**config.mk**
```make
export PLATFORM = sky130hd
export DESIGN_NAME = nearest_downscale_2bit_pixels_flat
export DESIGN_NICKNAME = d
export VERILOG_FILES = /design/src/rtl/nds_pkg.sv /design/src/rtl/nds_if.sv /design/src/rtl/nds_ctrl.sv /design/src/rtl/nds_dp.sv /design/src/rtl/nearest_downscale_2bit_pixels.sv /design/src/flat_wrapper.sv
export VERILOG_INCLUDE_DIRS = /design/src /design/src/rtl
export SDC_FILE = /design/constraint.sdc
export NUM_CORES = 1
export LEC_CHECK = 0
export BUFFER_PORTS_ARGS = -buffer_cell sky130_fd_sc_hd__buf_2
export CAP_MARGIN = 20
export CORE_MARGIN = 8
export CORE_UTILIZATION = 40
export CTS_CLUSTER_SIZE = 28
export DETAILED_ROUTE_END_ITERATION = 7
export MAX_ROUTING_LAYER = met4
export PLACE_DENSITY = 0.56
export SETUP_SLACK_MARGIN = 0.3
export SKIP_LAST_GASP = 1
export SLEW_MARGIN = 5
export SYNTH_ARGS = -nofsm -noshare
export SYNTH_HDL_FRONTEND = slang
export SYNTH_HIERARCHICAL = 1
export SYNTH_SLANG_ARGS = --single-unit
export TNS_END_PERCENT = 1
```
**constraint.sdc**
```tcl
create_clock -name clk -period 20.2 [get_ports clk]
set_clock_uncertainty 0.15 [all_clocks]
set_input_delay 2.02 -clock clk [delete_from_list [all_inputs] [get_ports clk]]
set_output_delay 2.02 -clock clk [all_outputs]
set_load 0.05 [all_outputs]
```
**src/rtl/assert_macros.svh**
```systemverilog
// Assertion shorthands for the downscaler RTL.
// Every macro samples on posedge clk and is quiet while rst_n is low.
`ifndef ASSERT_MACROS_SVH
`define ASSERT_MACROS_SVH

// Condition holds at every sampled edge.
`define ASSERT_ALWAYS(label, cond, msg) \
    label: assert property (@(posedge clk) disable iff (!rst_n) (cond)) \
        else $error(msg);

// Consequent holds in the same cycle as the antecedent.
`define ASSERT_IMPLIES(label, ante, cons, msg) \
    label: assert property (@(posedge clk) disable iff (!rst_n) (ante) |-> (cons)) \
        else $error(msg);

// Consequent holds in the cycle after the antecedent.
`define ASSERT_NEXT(label, ante, cons, msg) \
    label: assert property (@(posedge clk) disable iff (!rst_n) (ante) |=> (cons)) \
        else $error(msg);

`endif

```
**src/rtl/nds_pkg.sv**
```systemverilog
// Shared types and constants of the 2-bit pixel downscaler.
// No dependencies; compiled first.
package nds_pkg;

    localparam int MAX_WIDTH  = 2048;
    localparam int MAX_HEIGHT = 3072;

    localparam int DIM_W     = 12;
    localparam int LEVEL_W   = 2;
    localparam int BYTE_W    = 8;
    localparam int TROW_W    = 12;
    localparam int BIDX_W    = 9;
    localparam int CFG_IDX_W = 3;

    localparam int COL_W     = $clog2(MAX_WIDTH);
    localparam int ROW_W     = $clog2(MAX_HEIGHT);
    localparam int XW        = $clog2(MAX_WIDTH + 1);
    localparam int COL_ACC_W = $clog2(MAX_WIDTH * MAX_WIDTH + 1);
    localparam int ROW_ACC_W = $clog2(MAX_HEIGHT * MAX_HEIGHT + 1);

    typedef enum logic [CFG_IDX_W-1:0] {
        CFG_SOURCE_WIDTH  = 3'd0,
        CFG_SOURCE_HEIGHT = 3'd1,
        CFG_TARGET_WIDTH  = 3'd2,
        CFG_TARGET_HEIGHT = 3'd3,
        CFG_TOP_DOWN      = 3'd4
    } cfg_idx_t;

    typedef enum logic [1:0] {
        ST_MUL,
        ST_LOAD,
        ST_RUN
    } nds_state_t;

    typedef struct packed {
        logic [DIM_W-1:0] sw;
        logic [DIM_W-1:0] sh;
        logic [DIM_W-1:0] tw;
        logic [DIM_W-1:0] th;
        logic             top_down;
    } nds_sizes_t;

    typedef struct packed {
        logic restart;
        logic mul_en;
        logic load;
        logic step;
    } nds_cmd_t;

    typedef struct packed {
        logic out_full;
    } nds_stat_t;

    // Clamp a size to 1..hi.
    function automatic logic [DIM_W-1:0] clamp_dim(input logic [DIM_W-1:0] v,
                                                   input logic [DIM_W-1:0] hi);
        logic [DIM_W-1:0] r;
        if (v == '0)
            r = DIM_W'(1);
        else if (v > hi)
            r = hi;
        else
            r = v;
        return r;
    endfunction

endpackage

```
**src/rtl/nds_if.sv**
```systemverilog
// Valid/ready channel interfaces: source pixels in, packed bytes out.
// Depends on nds_pkg for field widths.
interface nds_pix_if;
    logic                        valid;
    logic                        ready;
    logic [nds_pkg::LEVEL_W-1:0] gray_level;

    modport source (output valid, output gray_level, input ready);
    modport sink   (input valid, input gray_level, output ready);
endinterface

interface nds_byte_if;
    logic                       valid;
    logic                       ready;
    logic [nds_pkg::BYTE_W-1:0] packed_byte;
    logic [nds_pkg::TROW_W-1:0] target_row;
    logic [nds_pkg::BIDX_W-1:0] byte_index;
    logic                       row_done;

    modport source (output valid, output packed_byte, output target_row,
                    output byte_index, output row_done, input ready);
    modport sink   (input valid, input packed_byte, input target_row,
                    input byte_index, input row_done, output ready);
endinterface

```
**src/rtl/nds_ctrl.sv**
```systemverilog
// Controller of the downscaler: frame setup sequence and input handshake.
// Depends on nds_pkg and assert_macros.svh.
`include "assert_macros.svh"

module nds_ctrl (
    input  logic              clk,
    input  logic              rst_n,
    input  logic              cfg_hit,
    input  logic              in_valid,
    input  logic              out_ready,
    input  nds_pkg::nds_stat_t stat,
    output logic              in_ready,
    output nds_pkg::nds_cmd_t cmd
);
    import nds_pkg::*;

    nds_state_t state_reg;
    nds_state_t state_next;

    always_ff @(posedge clk or negedge rst_n)
    begin
        if (!rst_n)
            state_reg <= ST_MUL;
        else
            state_reg <= state_next;
    end

    always_comb
    begin
        state_next = state_reg;
        if (cfg_hit)
            state_next = ST_MUL;
        else
        begin
            case (state_reg)
                ST_MUL:  state_next = ST_LOAD;
                ST_LOAD: state_next = ST_RUN;
                ST_RUN:  state_next = ST_RUN;
                default: state_next = ST_MUL;
            endcase
        end
    end

    always_comb
    begin
        in_ready    = 1'b0;
        cmd.restart = cfg_hit;
        cmd.mul_en  = 1'b0;
        cmd.load    = 1'b0;
        case (state_reg)
            ST_MUL:  cmd.mul_en = !cfg_hit;
            ST_LOAD: cmd.load   = !cfg_hit;
            ST_RUN:  in_ready   = !stat.out_full || out_ready;
            default: in_ready   = 1'b0;
        endcase
        cmd.step = in_valid && in_ready;
    end

    // a register write must hold off pixels until the frame is set up again
    `ASSERT_NEXT(a_cfg_blocks_input, cfg_hit, !in_ready,
                 "pixel accepted right after a register write")

endmodule

```
**src/rtl/nds_dp.sv**
```systemverilog
// Datapath of the downscaler: position counters, row/column keep accumulators,
// byte packing and the output word register. Depends on nds_pkg, assert_macros.svh.
`include "assert_macros.svh"

module nds_dp (
    input  logic                        clk,
    input  logic                        rst_n,
    input  nds_pkg::nds_sizes_t         sizes,
    input  nds_pkg::nds_cmd_t           cmd,
    output nds_pkg::nds_stat_t          stat,
    input  logic [nds_pkg::LEVEL_W-1:0] gray_level,
    input  logic                        out_ready,
    output logic                        out_valid,
    output logic [nds_pkg::BYTE_W-1:0]  packed_byte,
    output logic [nds_pkg::TROW_W-1:0]  target_row,
    output logic [nds_pkg::BIDX_W-1:0]  byte_index,
    output logic                        row_done
);
    import nds_pkg::*;

    logic [COL_W-1:0]     col_reg, col_next;
    logic [ROW_W-1:0]     prow_reg, prow_next;
    logic [XW-1:0]        x_reg, x_next;
    logic [COL_ACC_W-1:0] acol_reg, acol_next;
    logic [COL_ACC_W-1:0] bcol_reg, bcol_next;
    logic [ROW_ACC_W-1:0] ay_reg, ay_next;
    logic [ROW_ACC_W-1:0] by_reg, by_next;
    logic [ROW_ACC_W-1:0] prod_reg, prod_next;
    logic [ROW_W-1:0]     y_reg, y_next;
    logic [ROW_W-1:0]     cur_row_reg, cur_row_next;
    logic                 row_kept_reg, row_kept_next;
    logic [BYTE_W-1:0]    pack_reg, pack_next;

    logic                 out_valid_reg, out_valid_next;
    logic [BYTE_W-1:0]    out_byte_reg;
    logic [TROW_W-1:0]    out_row_reg;
    logic [BIDX_W-1:0]    out_bidx_reg;
    logic                 out_done_reg;

    logic [DIM_W-1:0]     sw_m1, sh_m1, tw_m1;
    logic [ROW_ACC_W:0]   by_plus;
    logic [COL_ACC_W:0]   bcol_plus;
    logic                 row_start, row_hit, row_kept_now;
    logic [ROW_W-1:0]     row_now;
    logic                 col_hit, take, x_last, col_last, prow_last, emit;
    logic [1:0]           pos;
    logic [BYTE_W-1:0]    pack_ins;
    logic [ROW_ACC_W-1:0] ay_init, by_init;
    logic [ROW_W-1:0]     y_init;

    assign sw_m1 = sizes.sw - DIM_W'(1);
    assign sh_m1 = sizes.sh - DIM_W'(1);
    assign tw_m1 = sizes.tw - DIM_W'(1);

    // row keep: top first walks y up, bottom first walks y down
    assign by_plus   = {1'b0, by_reg} + (ROW_ACC_W + 1)'(sizes.th);
    assign row_start = (col_reg == '0);
    assign row_hit   = sizes.top_down ? ({1'b0, ay_reg} < by_plus) : (ay_reg >= by_reg);
    assign row_kept_now = row_start ? row_hit : row_kept_reg;
    assign row_now      = row_start ? y_reg : cur_row_reg;

    // column keep: x*sw falls in [c*tw, c*tw + tw)
    assign bcol_plus = {1'b0, bcol_reg} + (COL_ACC_W + 1)'(sizes.tw);
    assign col_hit   = ({1'b0, acol_reg} < bcol_plus) && (DIM_W'(x_reg) < sizes.tw);
    assign take      = row_kept_now && col_hit;

    assign pos       = x_reg[1:0];
    assign pack_ins  = pack_reg | (BYTE_W'(gray_level) << {~pos, 1'b0});
    assign x_last    = (DIM_W'(x_reg) == tw_m1);
    assign col_last  = (DIM_W'(col_reg) == sw_m1);
    assign prow_last = (DIM_W'(prow_reg) == sh_m1);
    assign emit      = cmd.step && take && ((pos == 2'd3) || x_last);

    assign ay_init = sizes.top_down ? '0 : prod_reg - ROW_ACC_W'(sizes.sh);
    assign by_init = sizes.top_down ? '0 : prod_reg - ROW_ACC_W'(sizes.th);
    assign y_init  = sizes.top_down ? '0 : ROW_W'(tw_m1 & '0) + ROW_W'(sizes.th - DIM_W'(1));

    always_comb
    begin
        col_next      = col_reg;
        prow_next     = prow_reg;
        x_next        = x_reg;
        acol_next     = acol_reg;
        bcol_next     = bcol_reg;
        ay_next       = ay_reg;
        by_next       = by_reg;
        prod_next     = prod_reg;
        y_next        = y_reg;
        cur_row_next  = cur_row_reg;
        row_kept_next = row_kept_reg;
        pack_next     = pack_reg;

        if (cmd.restart)
        begin
            col_next      = '0;
            prow_next     = '0;
            x_next        = '0;
            acol_next     = '0;
            bcol_next     = '0;
            cur_row_next  = '0;
            row_kept_next = 1'b0;
            pack_next     = '0;
        end
        else if (cmd.mul_en)
        begin
            prod_next = ROW_ACC_W'(sizes.sh) * ROW_ACC_W'(sizes.th);
        end
        else if (cmd.load)
        begin
            ay_next = ay_init;
            by_next = by_init;
            y_next  = y_init;
        end
        else if (cmd.step)
        begin
            if (row_start)
            begin
                row_kept_next = row_hit;
                cur_row_next  = row_hit ? y_reg : '0;
                if (sizes.top_down)
                begin
                    by_next = by_reg + ROW_ACC_W'(sizes.th);
                    if (row_hit)
                    begin
                        ay_next = ay_reg + ROW_ACC_W'(sizes.sh);
                        y_next  = y_reg + ROW_W'(1);
                    end
                end
                else
                begin
                    by_next = by_reg - ROW_ACC_W'(sizes.th);
                    if (row_hit)
                    begin
                        ay_next = ay_reg - ROW_ACC_W'(sizes.sh);
                        y_next  = y_reg - ROW_W'(1);
                    end
                end
            end

            if (take)
            begin
                pack_next = emit ? '0 : pack_ins;
                x_next    = x_reg + XW'(1);
                acol_next = acol_reg + COL_ACC_W'(sizes.sw);
            end

            bcol_next = bcol_reg + COL_ACC_W'(sizes.tw);
            col_next  = col_reg + COL_W'(1);

            if (col_last)
            begin
                col_next  = '0;
                x_next    = '0;
                acol_next = '0;
                bcol_next = '0;
                pack_next = '0;
                prow_next = prow_reg + ROW_W'(1);
                if (prow_last)
                begin
                    // wrap to a new frame
                    prow_next = '0;
                    ay_next   = ay_init;
                    by_next   = by_init;
                    y_next    = y_init;
                end
            end
        end
    end

    always_comb
    begin
        out_valid_next = out_valid_reg;
        if (emit)
            out_valid_next = 1'b1;
        else if (out_ready)
            out_valid_next = 1'b0;
    end

    always_ff @(posedge clk or negedge rst_n)
    begin
        if (!rst_n)
        begin
            col_reg       <= '0;
            prow_reg      <= '0;
            x_reg         <= '0;
            acol_reg      <= '0;
            bcol_reg      <= '0;
            ay_reg        <= '0;
            by_reg        <= '0;
            prod_reg      <= '0;
            y_reg         <= '0;
            cur_row_reg   <= '0;
            row_kept_reg  <= 1'b0;
            pack_reg      <= '0;
            out_valid_reg <= 1'b0;
        end
        else
        begin
            col_reg       <= col_next;
            prow_reg      <= prow_next;
            x_reg         <= x_next;
            acol_reg      <= acol_next;
            bcol_reg      <= bcol_next;
            ay_reg        <= ay_next;
            by_reg        <= by_next;
            prod_reg      <= prod_next;
            y_reg         <= y_next;
            cur_row_reg   <= cur_row_next;
            row_kept_reg  <= row_kept_next;
            pack_reg      <= pack_next;
            out_valid_reg <= out_valid_next;
        end
    end

    always_ff @(posedge clk)
    begin
        if (emit)
        begin
            out_byte_reg <= pack_ins;
            out_row_reg  <= TROW_W'(row_now);
            out_bidx_reg <= x_reg[2 +: BIDX_W];
            out_done_reg <= x_last;
        end
    end

    assign stat.out_full = out_valid_reg;
    assign out_valid     = out_valid_reg;
    assign packed_byte   = out_byte_reg;
    assign target_row    = out_row_reg;
    assign byte_index    = out_bidx_reg;
    assign row_done      = out_done_reg;

    `ASSERT_ALWAYS(a_col_in_range, DIM_W'(col_reg) < sizes.sw,
                   "source column beyond source width")
    `ASSERT_NEXT(a_pack_cleared, emit, pack_reg == '0,
                 "pack buffer not cleared after a word went out")
    `ASSERT_NEXT(a_row_closed, emit && x_last && !col_last && !cmd.restart,
                 DIM_W'(x_reg) == sizes.tw,
                 "output column did not stop at target width after last word")

endmodule

```
**src/rtl/nearest_downscale_2bit_pixels.sv**
```systemverilog
// Top level of the nearest-neighbor downscaler for 2-bit gray pixels.
// Depends on nds_pkg, nds_if, nds_ctrl and nds_dp.

// Takes one 2-bit pixel per word in raster order and emits packed output
// bytes (four pixels, first in bits 7:6, short last byte zero padded) tagged
// with output row, byte index and an end-of-row flag. Throughput is one pixel
// per clock: row and column keep decisions come from add/compare accumulators
// (x*sw against c*tw, y*sh against s*th), so no division sits in the pixel
// path. After reset and every register write the block is not ready in
// ST_MUL, the single 12x12 multiply that sets the starting row accumulators
// for bottom-first frames, or in ST_LOAD, which loads them. While running,
// pixels stall only when a finished byte sits in the output register and the
// sink does not take it that cycle. Any write to a known register index
// restarts the frame; writes to other indexes are ignored. Sizes are clamped
// to 1..2048 columns and 1..3072 rows, and target sizes to the source sizes.
// After the last pixel of a frame the next pixel begins a new frame.

module nearest_downscale_2bit_pixels (
    input  logic                          clk,
    input  logic                          rst_n,
    input  logic                          cfg_we,
    input  logic [nds_pkg::CFG_IDX_W-1:0] cfg_index,
    input  logic [nds_pkg::DIM_W-1:0]     cfg_data,
    nds_pix_if.sink                       pixels,
    nds_byte_if.source                    results
);
    import nds_pkg::*;

    // configuration registers, raw as written
    logic [DIM_W-1:0] src_w_reg, src_w_next;
    logic [DIM_W-1:0] src_h_reg, src_h_next;
    logic [DIM_W-1:0] tgt_w_reg, tgt_w_next;
    logic [DIM_W-1:0] tgt_h_reg, tgt_h_next;
    logic             top_down_reg, top_down_next;
    logic             cfg_hit;

    nds_sizes_t sizes;
    nds_cmd_t   cmd;
    nds_stat_t  stat;

    // decode the write; an unknown index neither writes nor restarts
    always_comb
    begin
        src_w_next    = src_w_reg;
        src_h_next    = src_h_reg;
        tgt_w_next    = tgt_w_reg;
        tgt_h_next    = tgt_h_reg;
        top_down_next = top_down_reg;
        cfg_hit       = 1'b0;
        if (cfg_we)
        begin
            cfg_hit = cfg_index inside {[CFG_SOURCE_WIDTH:CFG_TOP_DOWN]};
            case (cfg_idx_t'(cfg_index))
                CFG_SOURCE_WIDTH:  src_w_next    = cfg_data;
                CFG_SOURCE_HEIGHT: src_h_next    = cfg_data;
                CFG_TARGET_WIDTH:  tgt_w_next    = cfg_data;
                CFG_TARGET_HEIGHT: tgt_h_next    = cfg_data;
                CFG_TOP_DOWN:      top_down_next = cfg_data[0];
                default:           top_down_next = top_down_reg;
            endcase
        end
    end

    always_ff @(posedge clk or negedge rst_n)
    begin
        if (!rst_n)
        begin
            src_w_reg    <= DIM_W'(MAX_WIDTH);
            src_h_reg    <= DIM_W'(MAX_HEIGHT);
            tgt_w_reg    <= DIM_W'(MAX_WIDTH);
            tgt_h_reg    <= DIM_W'(MAX_HEIGHT);
            top_down_reg <= 1'b0;
        end
        else
        begin
            src_w_reg    <= src_w_next;
            src_h_reg    <= src_h_next;
            tgt_w_reg    <= tgt_w_next;
            tgt_h_reg    <= tgt_h_next;
            top_down_reg <= top_down_next;
        end
    end

    // effective sizes: source to the supported range, target to the source
    always_comb
    begin
        sizes.sw       = clamp_dim(src_w_reg, DIM_W'(MAX_WIDTH));
        sizes.sh       = clamp_dim(src_h_reg, DIM_W'(MAX_HEIGHT));
        sizes.tw       = clamp_dim(tgt_w_reg, sizes.sw);
        sizes.th       = clamp_dim(tgt_h_reg, sizes.sh);
        sizes.top_down = top_down_reg;
    end

    nds_ctrl u_ctrl (
        .clk       (clk),
        .rst_n     (rst_n),
        .cfg_hit   (cfg_hit),
        .in_valid  (pixels.valid),
        .out_ready (results.ready),
        .stat      (stat),
        .in_ready  (pixels.ready),
        .cmd       (cmd)
    );

    nds_dp u_dp (
        .clk         (clk),
        .rst_n       (rst_n),
        .sizes       (sizes),
        .cmd         (cmd),
        .stat        (stat),
        .gray_level  (pixels.gray_level),
        .out_ready   (results.ready),
        .out_valid   (results.valid),
        .packed_byte (results.packed_byte),
        .target_row  (results.target_row),
        .byte_index  (results.byte_index),
        .row_done    (results.row_done)
    );

endmodule

```
**src/flat_wrapper.sv**
```systemverilog
// flat-port wrapper written by rule: the top's interface ports become plain ports
module nearest_downscale_2bit_pixels_flat import nds_pkg::*;
  (clk, rst_n, cfg_we, cfg_index, cfg_data, pixels_valid, pixels_gray_level, pixels_ready, results_valid, results_packed_byte, results_target_row, results_byte_index, results_row_done, results_ready);
  nds_pix_if pixels_i ();
  nds_byte_if results_i ();
  input  logic clk;
  input  logic rst_n;
  input  logic cfg_we;
  input  logic [nds_pkg::CFG_IDX_W-1:0] cfg_index;
  input  logic [nds_pkg::DIM_W-1:0] cfg_data;
  input wire logic [$bits(pixels_i.valid)-1:0] pixels_valid;
  input wire logic [$bits(pixels_i.gray_level)-1:0] pixels_gray_level;
  output wire logic [$bits(pixels_i.ready)-1:0] pixels_ready;
  output wire logic [$bits(results_i.valid)-1:0] results_valid;
  output wire logic [$bits(results_i.packed_byte)-1:0] results_packed_byte;
  output wire logic [$bits(results_i.target_row)-1:0] results_target_row;
  output wire logic [$bits(results_i.byte_index)-1:0] results_byte_index;
  output wire logic [$bits(results_i.row_done)-1:0] results_row_done;
  input wire logic [$bits(results_i.ready)-1:0] results_ready;
  assign pixels_i.valid = pixels_valid;
  assign pixels_i.gray_level = pixels_gray_level;
  assign pixels_ready = pixels_i.ready;
  assign results_valid = results_i.valid;
  assign results_packed_byte = results_i.packed_byte;
  assign results_target_row = results_i.target_row;
  assign results_byte_index = results_i.byte_index;
  assign results_row_done = results_i.row_done;
  assign results_i.ready = results_ready;
  nearest_downscale_2bit_pixels u_core (.clk(clk), .rst_n(rst_n), .cfg_we(cfg_we), .cfg_index(cfg_index), .cfg_data(cfg_data), .pixels(pixels_i), .results(results_i));
endmodule
```
-- After elaboration in Yosys (flattened, before gate mapping)
Index checks and enable logic that the tools add are counted.
- bits of input ports: 22
- register bits: 268
- logic and storage cells: 194
- output and inout port bits: 32
- order comparisons: 10
- reductions and logical operators: 35
- add/subtract/negate cells: 19
- equality and inequality tests: 12
- shifts and indexed selects: 1
- mux-type cells: 89
- bitwise logic cells: 4
- $mul: 1
- operator list (cell ; count):
    2-to-1 mux 12 bit ; 36
    2-to-1 mux 24 bit ; 16
    2-to-1 mux 23 bit ; 11
    subtractor 24 x 12 -> 24 bit ; 4
    subtractor 12 x 1 -> 12 bit, second input constant ; 5
    2-to-1 mux 8 bit ; 7
    2-to-1 mux 11 bit ; 5
    adder 24 x 12 -> 24 bit ; 2
    zero test 12 bit ; 4
    adder 23 x 12 -> 23 bit ; 2
    adder 12 x 1 -> 12 bit, second input constant ; 3
    adder 24 x 12 -> 25 bit ; 1
    less-than comparator 24 x 25 -> 1 bit ; 1
    adder 23 x 12 -> 24 bit ; 1
    == test 12 bit ; 2
    >= comparator 24 bit ; 1
    > comparator 12 bit ; 2
    > comparator 12 bit, second input constant ; 2
    less-than comparator 23 x 24 -> 1 bit ; 1
    multiplier 12 x 12 -> 24 bit ; 1
    == test 11 x 12 -> 1 bit ; 1
    less-than comparator 12 bit ; 1
    2-to-1 mux 1 bit ; 12
    AND reduction 2 bit ; 6
    other kinds (26) ; 44

-- Longest topological paths before layout
- depth in word-level cells: 20
- mapped depth: 34
- mapped depth without buffers: 31

-- Hierarchy
The synthesis kept the hierarchy.
- modules (own cells, without submodules) (module ; area an instance (µm²) ; cells each ; seq. area each (µm²) ; instances):
    nds_dp ; 23144.7 ; 2745 ; 5580.4 ; 1
    nearest_downscale_2bit_pixels ; 3130.5 ; 293 ; 1233.7 ; 1
    nds_ctrl ; 147.6 ; 15 ; 50.0 ; 1

-- Least setup slack after synthesis
OpenSTA, ideal clock, no wires.
- kind: reg2reg
- from: reg u_core.src_h_reg[11]
- to: reg u_core.u_dp.prod_reg[20]
- buffers on the path: 2
- required time: 19.916 ns
- setup time: 0.134 ns
- cell stages (with the launch flop): 29
- clock period less this slack: 7.413 ns
- data arrival time: 7.129 ns
- slack: 12.787 ns
- cells stage by stage: dfstp_2 > nand2_1 > nand2_1 > ha_1 > and3_1 > nor2b_4 > o311ai_4 > a21bo_1 > buf_6 > mux2i_1 > clkbuf_1 > nand2_1 > fa_1 > inv_1 > fa_1 > inv_1 > fa_1 > inv_1 > fa_1 > inv_1 > fa_1 > inv_1 > ha_1 > and3_1 > a2111oi_0 > nor2_1 > a211oi_1 > xor2_1 > o21ai_0
- RTL lines (element ; RTL line ; RTL):
    start: declaration ; nearest_downscale_2bit_pixels.sv:31 ; logic [DIM_W-1:0] src_h_reg, src_h_next;
    start signal: assignment ; nearest_downscale_2bit_pixels.sv:69 ; src_h_reg <= DIM_W'(MAX_HEIGHT);
    start signal: assignment ; nearest_downscale_2bit_pixels.sv:77 ; src_h_reg <= src_h_next;
    end signal: assignment ; nds_dp.sv:206 ; prod_reg <= prod_next;
    end: declaration ; nds_dp.sv:28 ; logic [ROW_ACC_W-1:0] prod_reg, prod_next;

==> impl_summary.txt <==
----------------------------------------------------
[Timing]
  # setup viols final ... 0
  Final period demand of the worst path ... 8.74 ns
  Setup repair after global routing missed its margin ... false
  Highest Clock Rate ... approximately 0.11 GHz
  Measured slew at the worst slew-check pin ... 1.10 ns
  Max-slew violations ... 0
  Period utilisation layout ... 43.3%
  Max-Slew Margin vs Limit ... 26.8%
  Hold Vio Cnt, Final ... 0
  Worst slack on hold paths ... 0.335 ns
  Summed negative setup slack over all endpoints ... 0 ns

[Synthesis]
  Mapped Avg Cell Area ... about 8.7 um2
  Commonest register cell after synthesis ... dfrtp_1
  Sequential cell area fraction in the yosys report ... 26.0%
  Yosys Warn Count ... 6
  Netlist cell types ... 111
  Synthesized instance count ... 3053
  Synth area leaders ... dfrtp_1 (22%), ha_1 (14%), fa_1 (8.2%), nand2_1 (5.1%), xnor2_1 (4.2%)
  Number of nets produced by synthesis ... 3470
  Share of async-settable or async-resettable flops after synthesis ... 88.8%
  Adder-Cell Fraction of Synth Area ... a little over a fifth
  EDFF count, synth ... 30
  Simple-gate portion of the synthesized area ... 17.9%
  Cell area after synthesis ... ~0.026 mm2
  Proportion of synthesized area in mux cells ... 2.93%
  Post-synthesis compound-gate area fraction ... between 10% and 20%
  Xor and xnor fraction of the mapped netlist area ... 7.16%
  Combinational family with the most area after synthesis ... adder cells
  Area share of the leading cell type in the synthesized netlist ... 22.0%
  Biggest area consumer among synthesized cells ... dfrtp_1
  Register bit total from synthesis ... ~270

[Global routing]
  Met2 GRT Util ... about a third
  Global-route layer with the greatest usage ... met2
  GR Layer Usage met3 ... 2.52%
  Global Route met1 Usage ... approximately 31%
  Antenna violations before repair ... 0
  Number of global-route vias before repair ... 22300
  Overall routing resource usage ... 22.1%
  Global-route wire length before repair ... about 130 mm
  GRT overflow ... 0
  Maximum number of pins on one net before global-route repair ... 66

[Drt]
  Avg WL per Cell ... 20.7 um
  Violation count after the first detailed-routing iteration ... 1847
  Detailed-route DRC error count ... 0
  Initial DRT Pass Iterations ... 6
  DR vias ... 22800
  Ratio of routed vias to standard cells ... 5.78
  Final WL ... between 80 and 90 mm
  Count of nets left with antenna violations after detail routing ... 0

[Cells and area]
  Commonest cells after routing, fill and taps aside ... nand2_1 (356), ha_1 (287), inv_1 (272)
  Most frequent standard cell in the layout excluding fill and tap cells ... nand2_1
  Total of fill cells in the finished design ... 6492
  Antenna Diode Count ... 0
  Layout cells sized above 1 ... 8.55%
  Non-filler cells in the finished layout ... around 3900
  NumNets Final ... between 3000 and 4000
  Area growth from synthesis to final layout ... 8.43%

[Setup path]
  Delay of the slowest cell on the worst path ... 0.69 ns
  Required time of the critical path ... 20.47 ns
  Start-to-end type of the worst setup path ... flop to flop
  Cell family with most CP delay ... compound AO/OA/AOI/OAI gates
  Standard cell with the maximum stage delay on the critical path ... a32o_1
  Combined buffer and inverter count along the critical path ... 3
  Category of the worst setup path launch point ... flop
  Type of destination of the critical path ... flop
  Biggest fanout along the worst timing path ... 15
  Crit path top cell by count ... fa_1
  Arrival time reported for the critical path endpoint ... between 9 and 10 ns

[Clock tree]
  Total clock buffers created by CTS ... 36
  Number of H-tree branching levels ... 2
  CTS tree ... yes
  Clock insertion delay at the later pin of the skew report ... 0.56 ns
  Root Buffer ... clkbuf_16
  Count of hold buffers inserted by post-cts repair ... 0
  Clock transition time at the flip-flop clock pins of the worst setup and hold paths ... 0.06 ns
  Number of resized instances in the post-cts repair step ... 0
  Number of sinks driven by the clock tree ... 268
  Maximum buffer depth of the clock tree ... 3
  Post-CTS Setup Inserts ... 0

[Place]
  RD Place Congestion ... 0.949
  Cell count after placement ... 3873
  Buffers added on ports ... 53
  Half-perimeter wire length of the detailed placement result ... 63.6 mm

[Die]
  Number of core rows ... 94
  Height of the chip ... 273 um
  Full die area ... between 0.07 and 0.08 mm2
  Starting Density ... just over 40%
  Die X ... 273 um
  Area of the core ... between 0.06 and 0.07 mm2
  I/O pins ... 54

[Hold path]
  Min-delay worst type ... flop to flop

[Status]
  Status ... finished, final reports clean

[Run]
  MaxCap Viol Count ... 0

----------------------------------------------------
-- area by class of cell --
cell class	instances	area (um2)	area share (%)
Clock buffer	51	1050	3.66
Clock inverter	15	158	0.550
Inverter	281	1050	3.68
Multi-Input combinational cell	2381	17900	62.6
Sequential cell	268	6870	24.0
Tap cell	864	1080	3.77
Timing Repair Buffer	79	498	1.74
-- per-stage QoR --
| stage | instance area, um2 | utilization, % | setup slack, ns |
|---|---|---|---|
| 5_1_grt | 28700 | 43.7 | 10.81 |
| 6_report | 28700 | 43.7 | 11.46 |
| 3_3_place_gp | 27400 | 41.7 | 11.69 |
| 2_1_floorplan | 26400 | - | 12.79 |
| 4_1_cts | 28700 | 43.7 | 11.49 |
| 3_5_place_dp | 27400 | 41.8 | 11.51 |
-- logic make-up (layout without fill, tap and decap cells) --
logic type	Yosys count	count (layout)
muxes	65	65
xor gates and xnor gates	216	216
AOI/OAI and AO/OA	720	720
adders and majority gates	395	395
DFF	268	268
and+or+nand+nor	985	985
buffers and inverters	404	426
-- synth_stat cells (all sizes together), types with 21 or more instances --
cell and number:
a21oi 159, dfrtp 232, or3 25, xor2 90, a22o 33, xnor2 126, clkbuf 84, a211oi 21
nand4 29, o21a 26, o22ai 21, nor3 54, buf 38, nand2b 32, inv 275, and3 38
ha 287, nand3 73, o21ai 199, nor2 228, nor4 37, o31ai 37, a31oi 23, nand2 357
mux2 58, fa 108, nor2b 33, a21o 52, edfxtp 30
-- tightest hold or removal path: stages (launching register included) --
cell and delay [ns]:
dfrtp_1 0.34, nand2_1 0.05, o31ai_1 0.05
-- routing by layer --
| metal | vias up | wire [um] |
|---|---|---|
| met2 | 705 | 36700 |
| li1 | 10700 | - |
| met4 | 0 | 1840 |
| met3 | 125 | 5220 |
| met1 | 11200 | 37900 |
| met5 | - | 0 |
-- worst paths after layout --
path                                          from                  endpoint  slack [ns]  cells after the start
hold reg to reg            u_core/u_dp/bcol_reg[2]   u_core/u_dp/bcol_reg[2]        0.33                      2
max in group asynchronous                    rst_n       u_core/top_down_reg       16.58                      3
min in group asynchronous                    rst_n    u_core/u_dp/ay_reg[15]        1.27                      1
setup reg to reg              u_core/src_h_reg[10]  u_core/u_dp/prod_reg[23]       11.46                     26
setup / recovery              u_core/src_h_reg[10]  u_core/u_dp/prod_reg[23]       11.46                     26
hold / removal             u_core/u_dp/bcol_reg[2]   u_core/u_dp/bcol_reg[2]        0.33                      2
Power is left out: the tool's default activity adds up to more than one toggle a clock period on the data nets, which glitch-free logic cannot reach.
